**config.mk**
```make
export PLATFORM = sky130hd
export DESIGN_NAME = lru_page_replacement_unit
export DESIGN_NICKNAME = d
export VERILOG_FILES = /design/src/sv/lprp_pkg.sv /design/src/sv/lprp_ctrl.sv /design/src/sv/lprp_datapath.sv /design/src/sv/lru_page_replacement_unit.sv
export SDC_FILE = /design/constraint.sdc
export NUM_CORES = 1
export LEC_CHECK = 0
export BUFFER_PORTS_ARGS = -buffer_cell sky130_fd_sc_hd__buf_4
export CAP_MARGIN = 20
export CELL_PAD_IN_SITES_DETAIL_PLACEMENT = 0
export CELL_PAD_IN_SITES_GLOBAL_PLACEMENT = 1
export CORE_MARGIN = 2
export CORE_UTILIZATION = 47
export DETAILED_ROUTE_END_ITERATION = 16
export PLACE_DENSITY = 0.8
export SLEW_MARGIN = 5
export SYNTH_ARGS = -nofsm -noshare
export SYNTH_HDL_FRONTEND = slang
export SYNTH_SLANG_ARGS = --single-unit
```
**constraint.sdc**
```tcl
create_clock -name clk -period 4.7 [get_ports clk]
set_input_delay 0.705 -clock clk [delete_from_list [all_inputs] [get_ports clk]]
set_output_delay 0.705 -clock clk [all_outputs]
set_load 0.03 [all_outputs]
```
**src/sv/lprp_pkg.sv**
```systemverilog
// shared types and constants for the lru page replacement unit
package lprp_pkg;

	localparam int PAGE_IN_W  = 16;
	localparam int CFG_W      = 4;
	localparam int FUSED_W    = 3;
	localparam int MISS_W     = 32;
	localparam int S_TDATA_W  = 16;
	localparam int M_TDATA_W  = 40;
	localparam int M_PAD_W    = M_TDATA_W - FUSED_W - MISS_W;
	localparam int CNT_W      = 7;

	localparam logic [CFG_W-1:0] CFG_RESET = 4'd8;

	typedef enum logic [1:0] {
		ST_IDLE,
		ST_SCAN,
		ST_UPDATE
	} lprp_state_t;

	typedef struct packed {
		logic start;
		logic scan;
		logic update;
	} lprp_cmd_t;

	typedef struct packed {
		logic scan_done;
		logic out_free;
	} lprp_status_t;

endpackage

```
**src/sv/lprp_ctrl.sv**
```systemverilog
// control state machine: accept, frame scan, table update
module lprp_ctrl
	import lprp_pkg::*;
(
	input  logic         clk,
	input  logic         arst_n,
	input  logic         in_valid,
	output logic         in_ready,
	input  lprp_status_t status,
	output lprp_cmd_t    cmd
);

	lprp_state_t state_q;
	lprp_state_t state_d;

	always_ff @(posedge clk or negedge arst_n) begin
		if (!arst_n) begin
			state_q <= ST_IDLE;
		end else begin
			state_q <= state_d;
		end
	end

	always_comb begin
		state_d = state_q;
		unique case (state_q)
			ST_IDLE: begin
				if (in_valid) begin
					state_d = ST_SCAN;
				end
			end
			ST_SCAN: begin
				if (status.scan_done) begin
					state_d = ST_UPDATE;
				end
			end
			ST_UPDATE: begin
				if (status.out_free) begin
					state_d = ST_IDLE;
				end
			end
			default: state_d = ST_IDLE;
		endcase
	end

	always_comb begin
		in_ready   = 1'b0;
		cmd.start  = 1'b0;
		cmd.scan   = 1'b0;
		cmd.update = 1'b0;
		unique case (state_q)
			ST_IDLE: begin
				in_ready  = 1'b1;
				cmd.start = in_valid;
			end
			ST_SCAN: begin
				cmd.scan = 1'b1;
			end
			ST_UPDATE: begin
				cmd.update = status.out_free;
			end
			default: begin
				in_ready = 1'b0;
			end
		endcase
	end

endmodule

```
**src/sv/lprp_datapath.sv**
```systemverilog
// frame table, page memory, age counters, miss counter and result register
module lprp_datapath
	import lprp_pkg::*;
#(
	parameter int FRAMES    = 8,
	parameter int PAGE_BITS = 16,
	parameter int AGE_BITS  = 16
) (
	input  logic                 clk,
	input  logic                 arst_n,
	input  lprp_cmd_t            cmd,
	output lprp_status_t         status,
	input  logic                 cfg_we,
	input  logic [CFG_W-1:0]     cfg_wdata,
	input  logic [PAGE_IN_W-1:0] in_page,
	input  logic                 in_last,
	output logic                 out_valid,
	input  logic                 out_ready,
	output logic                 out_hit,
	output logic [FUSED_W-1:0]   out_frame,
	output logic [MISS_W-1:0]    out_miss
);

	localparam int IDX_W = (FRAMES > 1) ? $clog2(FRAMES) : 1;
	localparam logic [IDX_W-1:0] LAST_ADDR = IDX_W'(FRAMES - 1);

	logic [PAGE_BITS-1:0] page_mem [FRAMES];
	logic [PAGE_BITS-1:0] rdata_s1;
	logic [IDX_W-1:0]     cmp_idx_s1;
	logic [IDX_W-1:0]     rd_addr_q;

	logic [FRAMES-1:0]    valid_q;
	logic [AGE_BITS-1:0]  age_q [FRAMES];

	logic [CFG_W-1:0]     frames_q;
	logic [PAGE_BITS-1:0] pg_q;
	logic                 last_q;
	logic [IDX_W-1:0]     pick_q;
	logic [AGE_BITS-1:0]  best_q;
	logic                 hit_q;
	logic [MISS_W-1:0]    miss_q;

	logic                 out_valid_q;
	logic                 out_hit_q;
	logic [IDX_W-1:0]     out_idx_q;
	logic [MISS_W-1:0]    out_miss_q;

	logic [PAGE_BITS+PAGE_IN_W-1:0] page_ext;
	logic [CNT_W-1:0]     cfg_ext;
	logic [CNT_W-1:0]     active_cnt;
	logic [IDX_W-1:0]     last_idx;
	logic                 cur_valid;
	logic                 cur_hit;
	logic                 cur_empty;
	logic [AGE_BITS-1:0]  cur_age;
	logic [MISS_W-1:0]    miss_next;
	logic                 out_free;
	logic [IDX_W+FUSED_W-1:0] idx_ext;

	// page field taken modulo 2^PAGE_BITS, zero extended if wider
	assign page_ext = {{PAGE_BITS{1'b0}}, in_page};

	// clamp frame count into 1..FRAMES
	assign cfg_ext = CNT_W'(frames_q);
	always_comb begin
		priority if (cfg_ext == '0) begin
			active_cnt = CNT_W'(1);
		end else if (cfg_ext > CNT_W'(FRAMES)) begin
			active_cnt = CNT_W'(FRAMES);
		end else begin
			active_cnt = cfg_ext;
		end
	end
	assign last_idx = IDX_W'(active_cnt - CNT_W'(1));

	assign cur_valid = valid_q[cmp_idx_s1];
	assign cur_age   = age_q[cmp_idx_s1];
	assign cur_hit   = cur_valid && (rdata_s1 == pg_q);
	assign cur_empty = !cur_valid;

	assign status.scan_done = cur_hit || cur_empty || (cmp_idx_s1 == last_idx);
	assign out_free         = !out_valid_q || out_ready;
	assign status.out_free  = out_free;

	assign miss_next = hit_q ? miss_q :
		((miss_q == '1) ? miss_q : miss_q + MISS_W'(1));

	// page memory, one read port scanned one frame a cycle
	always_ff @(posedge clk) begin
		if (cmd.update && !hit_q) begin
			page_mem[pick_q] <= pg_q;
		end
		rdata_s1   <= page_mem[rd_addr_q];
		cmp_idx_s1 <= rd_addr_q;
	end

	always_ff @(posedge clk or negedge arst_n) begin
		if (!arst_n) begin
			rd_addr_q <= '0;
		end else if (cmd.update) begin
			rd_addr_q <= '0;
		end else if ((cmd.start || cmd.scan) && (rd_addr_q != LAST_ADDR)) begin
			rd_addr_q <= rd_addr_q + IDX_W'(1);
		end
	end

	always_ff @(posedge clk or negedge arst_n) begin
		if (!arst_n) begin
			frames_q <= CFG_RESET;
		end else if (cfg_we) begin
			frames_q <= cfg_wdata;
		end
	end

	// reference word and scan result
	always_ff @(posedge clk) begin
		if (cmd.start) begin
			pg_q   <= page_ext[PAGE_BITS-1:0];
			last_q <= in_last;
			pick_q <= '0;
			best_q <= '0;
			hit_q  <= 1'b0;
		end else if (cmd.scan) begin
			priority if (cur_hit) begin
				pick_q <= cmp_idx_s1;
				hit_q  <= 1'b1;
			end else if (cur_empty) begin
				pick_q <= cmp_idx_s1;
			end else if (cur_age > best_q) begin
				pick_q <= cmp_idx_s1;
				best_q <= cur_age;
			end
		end
	end

	// table state update, cleared after a last word
	always_ff @(posedge clk or negedge arst_n) begin
		if (!arst_n) begin
			valid_q <= '0;
			miss_q  <= '0;
			for (int j = 0; j < FRAMES; j++) begin
				age_q[j] <= '0;
			end
		end else if (cmd.update) begin
			if (last_q) begin
				valid_q <= '0;
				miss_q  <= '0;
				for (int j = 0; j < FRAMES; j++) begin
					age_q[j] <= '0;
				end
			end else begin
				miss_q <= miss_next;
				if (!hit_q) begin
					valid_q[pick_q] <= 1'b1;
				end
				for (int j = 0; j < FRAMES; j++) begin
					if (IDX_W'(j) == pick_q) begin
						age_q[j] <= '0;
					end else if (age_q[j] != '1) begin
						age_q[j] <= age_q[j] + AGE_BITS'(1);
					end
				end
			end
		end
	end

	// result register
	always_ff @(posedge clk or negedge arst_n) begin
		if (!arst_n) begin
			out_valid_q <= 1'b0;
		end else if (cmd.update) begin
			out_valid_q <= 1'b1;
		end else if (out_ready) begin
			out_valid_q <= 1'b0;
		end
	end

	always_ff @(posedge clk) begin
		if (cmd.update) begin
			out_hit_q  <= hit_q;
			out_idx_q  <= pick_q;
			out_miss_q <= miss_next;
		end
	end

	assign idx_ext   = {{FUSED_W{1'b0}}, out_idx_q};
	assign out_valid = out_valid_q;
	assign out_hit   = out_hit_q;
	assign out_frame = idx_ext[FUSED_W-1:0];
	assign out_miss  = out_miss_q;

endmodule

```
**src/sv/lru_page_replacement_unit.sv**
```systemverilog
// lru page replacement unit: fully associative page frame table, top level
// a new reference is taken only in idle, once the last one has updated the table
// the scan is paced by the single read port of the page memory, which it walks one frame
// per cycle until a hit, an empty frame or the last active frame
// reset: frames empty, ages and miss count zero, frames_in_use = 8, no result pending
// the page memory itself is not cleared, valid bits guard every read
module lru_page_replacement_unit
	import lprp_pkg::*;
#(
	parameter int FRAMES    = 8,
	parameter int PAGE_BITS = 16,
	parameter int AGE_BITS  = 16
) (
	input  logic                 clk,
	input  logic                 arst_n,
	// configuration: frames_in_use
	input  logic                 cfg_we,
	input  logic [CFG_W-1:0]     cfg_wdata,
	// reference words in
	input  logic                 s_tvalid,
	output logic                 s_tready,
	input  logic [S_TDATA_W-1:0] s_tdata,   // [15:0] page
	input  logic                 s_tlast,   // last_access
	// result words out
	output logic                 m_tvalid,
	input  logic                 m_tready,
	output logic [M_TDATA_W-1:0] m_tdata,   // [2:0] frame_used, [34:3] miss_total, rest zero
	output logic                 m_tuser    // hit
);

	lprp_cmd_t    cmd;
	lprp_status_t status;

	logic [FUSED_W-1:0] frame_used;
	logic [MISS_W-1:0]  miss_total;

	// sequencer: idle -> scan frames -> update table and load result register
	lprp_ctrl u_ctrl (
		.clk      (clk),
		.arst_n   (arst_n),
		.in_valid (s_tvalid),
		.in_ready (s_tready),
		.status   (status),
		.cmd      (cmd)
	);

	// frame table, ages, miss count and output register
	lprp_datapath #(
		.FRAMES    (FRAMES),
		.PAGE_BITS (PAGE_BITS),
		.AGE_BITS  (AGE_BITS)
	) u_datapath (
		.clk       (clk),
		.arst_n    (arst_n),
		.cmd       (cmd),
		.status    (status),
		.cfg_we    (cfg_we),
		.cfg_wdata (cfg_wdata),
		.in_page   (s_tdata),
		.in_last   (s_tlast),
		.out_valid (m_tvalid),
		.out_ready (m_tready),
		.out_hit   (m_tuser),
		.out_frame (frame_used),
		.out_miss  (miss_total)
	);

	// result word packing, frame index in the low bits
	assign m_tdata = {{M_PAD_W{1'b0}}, miss_total, frame_used};

endmodule
```
-- Word-level counts from Yosys, hierarchy flattened
Memory sizes are Yosys's and may differ from the RTL's. A register that Yosys moved wholly into a read port is not among the register bits.
Cells that the tools add are included.
- output and inout bits: 43
- word-level logic and storage cells: 155
- input port bits: 26
- RAM bits: 128
- memories: 1
- register bits after elaboration: 254
- $add $sub $neg: 11
- mux-type cells: 48
- magnitude comparators: 6
- equality and inequality tests: 26
- reduce and logical (&&, ||, !) cells: 37
- bitwise operators: 3
- memories (memory ; depth ; bits a word ; rd ports ; clocked after Yosys merged registers in ; wr ports ; line ; text):
    u_datapath.page_mem ; 8 ; 16 ; 1 ; 1 ; 1 ; lprp_datapath.sv:27 ; logic [PAGE_BITS-1:0] page_mem [FRAMES];
- operator list (operator ; count):
    $mux W16 ; 18
    $add A16 B1 Y16 const B ; 8
    $mux W128 ; 1
    $ne A16 B16 Y1 const B ; 8
    $mux W32 ; 3
    $bmux W16 S3 ; 1
    $add A32 B1 Y32 const B ; 1
    $eq A32 B32 Y1 const B ; 1
    $reduce_bool A3 Y1 ; 8
    $reduce_and A2 Y1 ; 11
    $mux W3 ; 7
    $eq A16 B16 Y1 ; 1
    $gt A16 B16 Y1 ; 1
    $mux W8 ; 2
    $eq A3 B3 Y1 const A ; 4
    $mux W1 ; 10
    $lt A3 B4 Y1 const B ; 2
    $or A8 B8 Y8 ; 1
    $logic_not A7 Y1 ; 1
    $eq A2 B3 Y1 const A ; 2
    $mux W2 ; 3
    $ne A3 B3 Y1 const B ; 2
    $pmux W2 S3 ; 1
    $ge A4 B4 Y1 const B ; 1
    other kinds (22) ; 33

-- Longest topological paths before layout
- depth in word-level cells: 8
- gate-level depth with buffers: 13
- gate-level depth less buffers: 10

-- Modules after synthesis
A second synthesis with hierarchy kept.
- cells, all modules: 1632
- area total of the unflattened synthesis: 19170.9 um^2
- by module, submodules not included (module ; times used ; area each (um^2) ; sequential area each (um^2) ; cells an instance):
    lprp_datapath ; 1 ; 19009.5 ; 10621.4 ; 1614
    lprp_ctrl ; 1 ; 120.1 ; 50.0 ; 12
    lru_page_replacement_unit ; 1 ; 41.3 ; 0.0 ; 6

-- Least setup slack after synthesis
OpenSTA, ideal clock, no wires.
- path kind: register to register
- start point: reg u_datapath.cmp_idx_s1[0]
- end point: reg u_datapath.pick_q[1]
- setup time: 0.121 ns
- stages on the path, launching flop included: 13
- buffers on the path: 2
- path slack: 0.765 ns
- required time: 4.579 ns
- data arrival time: 3.815 ns
- period minus slack after synthesis: 3.935 ns
- cell sequence: dfxtp_1 -> buf_2 -> buf_1 -> mux4_2 -> nand2_1 -> nand2_1 -> ha_1 -> a21oi_1 -> o21ai_0 -> a221o_1 -> o31a_1 -> o311ai_0 -> mux2_2
- word-level cells in the longest chain between the ends: 7
- elaborated cells on any way between the ends: 12
- those cells by class: order compare (1); eq/ne (1); mux (7); bitwise (1); reduce/logical (2)
- ends and longest elaborated chain (element ; line ; text):
    start, declared ; lprp_datapath.sv:29 ; logic [IDX_W-1:0] cmp_idx_s1;
    start signal, assigned ; lprp_datapath.sv:94 ; cmp_idx_s1 <= rd_addr_q;
    $not A3 Y4 (not written as such) ; lprp_datapath.sv:77 ; assign cur_age = age_q[cmp_idx_s1];
    $bmux W16 S3 ; lprp_datapath.sv:77 ;
    $mux W16 (not written as such) (2 in a row) ; lprp_datapath.sv:77 ;
    named net u_datapath.cur_age[7] ; lprp_datapath.sv:55 ; logic [AGE_BITS-1:0] cur_age;
    $gt A16 B16 Y1 ; lprp_datapath.sv:129 ; end else if (cur_age > best_q) begin
    $ne A3 B3 Y1 (no line) ; -- ;
    $reduce_and A2 Y1 (no line) ; -- ;
    end signal, assigned ; lprp_datapath.sv:125 ; pick_q <= cmp_idx_s1;
    end signal, assigned ; lprp_datapath.sv:128 ; pick_q <= cmp_idx_s1;
    end signal, assigned ; lprp_datapath.sv:130 ; pick_q <= cmp_idx_s1;
    end, declared ; lprp_datapath.sv:38 ; logic [IDX_W-1:0] pick_q;
The timed path passes the listed nets, and every way through them passes these cells. The select of a mux whose other input is x is not followed.
A chain may end at the register's enable or synchronous reset.

-- Worst setup path in the final report
- start point: reg u_datapath.cmp_idx_s1[0]
- end point: reg u_datapath.best_q[7]
- word-level cells in the longest chain between the ends: 6
- elaborated cells on any way between the ends: 10
- those cells by class: order compare (1); mux (5); bitwise (2); reduce/logical (2)
- ends and longest elaborated chain (element ; line ; text):
    $not A3 Y4 (not written as such) ; lprp_datapath.sv:77 ;
    $bmux W16 S3 ; lprp_datapath.sv:77 ;
    $mux W16 (not written as such) (2 in a row) ; lprp_datapath.sv:77 ;
    named net u_datapath.cur_age[5] ; lprp_datapath.sv:55 ;
    $gt A16 B16 Y1 ; lprp_datapath.sv:129 ;
    $reduce_and A4 Y1 (no line) ; -- ;
    end signal, assigned ; lprp_datapath.sv:131 ; best_q <= cur_age;
    end, declared ; lprp_datapath.sv:39 ; logic [AGE_BITS-1:0] best_q;
The timed path passes the listed nets, and every way through them passes these cells. The select of a mux whose other input is x is not followed.

==> impl_metrics.yaml <==
final_layout:
  n_fill_cell: 3368
  utilization: 0.543
  layout-drive-gt1-share: 0.172
  layout.nets: 1727
  multi_input_area_um2: 7850
  diodes: 0
  area_growth_pct: 14.1
  regArea_um2: 10700
  final_cells: 2233
floorplanning:
  row_count: 73
  die_w_um: 205
  dieArea_um2: 41900
  initial_utilization: 0.476
  die_h_um: 205
  io_pins: 69
  core_um2: 39700
drt:
  routed_wl_um: 45700
  antenna_left: 0
  drtIter0Drc: 1062
  firstDrtPassIters: 6
  vias_per_cell: 5.93
  vias: 13245
  wire_per_inst_um: 20.4
  drc: 0
synth:
  synth_edf_count: 181
  syn-cell-area_um2: 18900
  synth_cell_type_count: 68
  avgSynthCellArea_um2: 11.8
  ys_warn_count: 0
  yosys_most_used_dff: "edfxtp_1"
  yosysTopAreaCell: "edfxtp_1"
  yosysSeqAreaShare: 0.564
  synth-seq-cells: 398
  syn_inst: 1606
  synthArstFlopShare: 0.447
  synth_top_area_share: 0.287
  ys_top_cells_by_area: "edfxtp_1 29%, dfrtp_1 23%, mux4_2 7.9%, dfxtp_1 4.1%, nand2_1 3.3%"
grt:
  grt_pass1_vias: 12673
  track_usage: 0.222
  grt_overflow_total: 0
  grt_pass1_wl_um: 72300
  antenna_found_initial: 0
  grt_max_degree: 120
timing:
  tightest_slew_ps: 1060
  period_share: 0.802
  period_needed_ps: 3770
  drv_slew: 0
  timing.fmax_mhz: 265
  tns_ps: 0
  rsz0062_at_grt: "no"
  fin_skew_ps: 28.1
  layout_setup_ws_ps: 929
  max-slew-margin-rel: 0.290
  final_hold_viol_count: 0
  setup_violations: 0
setup_path:
  crit_path_frequent_cell: "nand2_1"
  criticalPathCategory: "reg2reg"
  path_max_fanout: 35
  reg2reg_depth: 11
  crit_arrival_ps: 4220
  endpoint_kind: "flop"
  crit_slowest_cell: "nand2_1"
  cp.required_ps: 5150
  crit_chain: "buf_12 -> mux4_2 -> nand2_1 -> nand2_1 -> ha_1 -> a21oi_1 -> o21ai_0 -> a221o_1 -> o31a_1 -> nand2_1 -> mux2_2"
  slowest_delay_ps: 590
  startpoint_type: "flop"
pwr:
  power.density_nw_per_um2: 520
  leakage_nw: 8.31
  power_mw: 11.2
  ir_drop_mv: 0.275
place:
  io_buffers: 63
  dp_cells: 2153
  pre_cts_slack_ps: 1030
  gp_congestion: 0.874
  dp_hpwl_um: 29700
clocking:
  clockBufferDepth: 3
  htreeDepth: 2
  cts_made_buffers: 43
  cts_sinks: 398
  clkTransAtPathRegs_ps: 60
  root_buffer: "clkbuf_16"
  clk_latency_ps: 580
  cts_tree: "done"
  hold_buffers: 0
  postCtsResizedCells: 0
  cts_setup_buffers: 0
outcome:
  status: "complete, no violations"
worst_hold_path:
  worstHoldPathType: "in2async"
job:
  drv_cap: 0
cell usage after synthesis, types with 7 or more instances:
| master | number |
|---|---|
| xnor2_1 | 64 |
| o41ai_1 | 9 |
| xor2_1 | 43 |
| o21a_1 | 8 |
| a21o_1 | 11 |
| buf_1 | 10 |
| a21oi_1 | 34 |
| o311ai_0 | 7 |
| a41oi_1 | 11 |
| mux4_2 | 66 |
| nor3_1 | 19 |
| a31oi_1 | 13 |
| mux2_2 | 37 |
| nor4_1 | 27 |
| mux2i_1 | 8 |
| clkbuf_1 | 51 |
| o21ai_0 | 95 |
| and2_1 | 14 |
| and4_1 | 18 |
| nand2_1 | 165 |
| inv_1 | 38 |
| nor2_1 | 156 |
| nand4_1 | 55 |
| ha_1 | 28 |
| and3_1 | 19 |
| o31ai_1 | 27 |
| nand2b_1 | 12 |
| nand3_1 | 70 |
| dfxtp_1 | 39 |
| dfrtp_1 | 177 |
| edfxtp_1 | 181 |
| or3_1 | 11 |
metal layers:
metal,vias up,track usage,share of wire
met5,-,0,0
met4,0,0.0543,0.018
met3,61,0.0344,0.061
met2,407,0.348,0.47
met1,6645,0.326,0.45
li1,6132,-,-
flip-flops by register name, indices dropped and copies added (netlist names), 4 cells and up:
name	flops
u_datapath.page_mem	128
u_datapath.frames_q	4
u_datapath.pg_q	16
u_datapath.out_miss	32
u_datapath.valid_q	8
u_datapath.best_q	16
u_datapath.rdata_s1	16
u_datapath.miss_q	32
u_datapath.age_q	128
path summary, 6_finish.rpt:
kind / start / to / slack (ps)
worst max-delay path: u_datapath.cmp_idx_s1[0]$_DFF_P_ / u_datapath.best_q[7]$_SDFFE_PP0P_ / 930
worst min-delay path: arst_n / u_datapath.age_q[16]$_DFFE_PN0P_ / 310
worst max register to register: u_datapath.cmp_idx_s1[0]$_DFF_P_ / u_datapath.best_q[7]$_SDFFE_PP0P_ / 930
worst min register to register: u_datapath.best_q[0]$_SDFFE_PP0P_ / u_datapath.best_q[0]$_SDFFE_PP0P_ / 470
max in group asynchronous: arst_n / u_datapath.frames_q[3]$_DFFE_PN1P_ / 3480
min in group clk: s_tdata[9] / u_datapath.pg_q[9]$_DFFE_PP_ / 310
layout by cell type, fill, tap and decap left out, types with 43 or more instances in the layout:
cell type and n:
nor2_1 153, clkbuf_16 44, nand3_1 70, buf_4 88, xor2_1 43, nand4_1 55, o21ai_0 95, xnor2_1 64
nand2_1 165, dfrtp_1 176, edfxtp_1 181, mux4_2 66
stage by stage:
step | hold slack (ps) | cell area [um^2]
after global routing | 284 | 21600
final | 306 | 21600
after global placement | 455 | 20000
after detailed placement | 469 | 20000
after floorplan | 369 | 18900
after CTS | 280 | 21600
worst max-delay path, delay by kind of cell, from the launching register on:
family | cells | cell delay [ps]
mux | 2 | 960
simple gates | 3 | 800
compound gates | 4 | 930
fa+ha+maj | 1 | 320
flops | 1 | 340
buf+inv | 1 | 250
cells by family after synthesis:
| group | Yosys count | share of synthesized area |
|---|---|---|
| compound gates | 247 | 0.0835 |
| simple gates | 600 | 0.155 |
| mux | 111 | 0.105 |
| xor+xnor | 107 | 0.0495 |
| other cells | 1 | 0.000198 |
| fa+ha+maj | 28 | 0.0185 |
| buf+inv | 114 | 0.0244 |
| flops | 398 | 0.564 |
report_power, final:
| group | internal [mW] | leakage (nW) | switching, mW | total [mW] |
|---|---|---|---|---|
| combinational | 1.21 | 3.20 | 1.62 | 2.83 |
| sequential | 4.22 | 4.37 | 0.533 | 4.75 |
| clock | 2.21 | 0.741 | 1.43 | 3.64 |
final cells by class:
cell class | count | share of cell area
Sequential cell | 398 | 0.494
Multi-Input combinational cell | 1098 | 0.363
Clock buffer | 58 | 0.0562
Timing Repair Buffer | 91 | 0.0331
Tap cell | 525 | 0.0304
Clock inverter | 22 | 0.0154
Inverter | 41 | 0.00713
(Power assumes the default switching activity.)
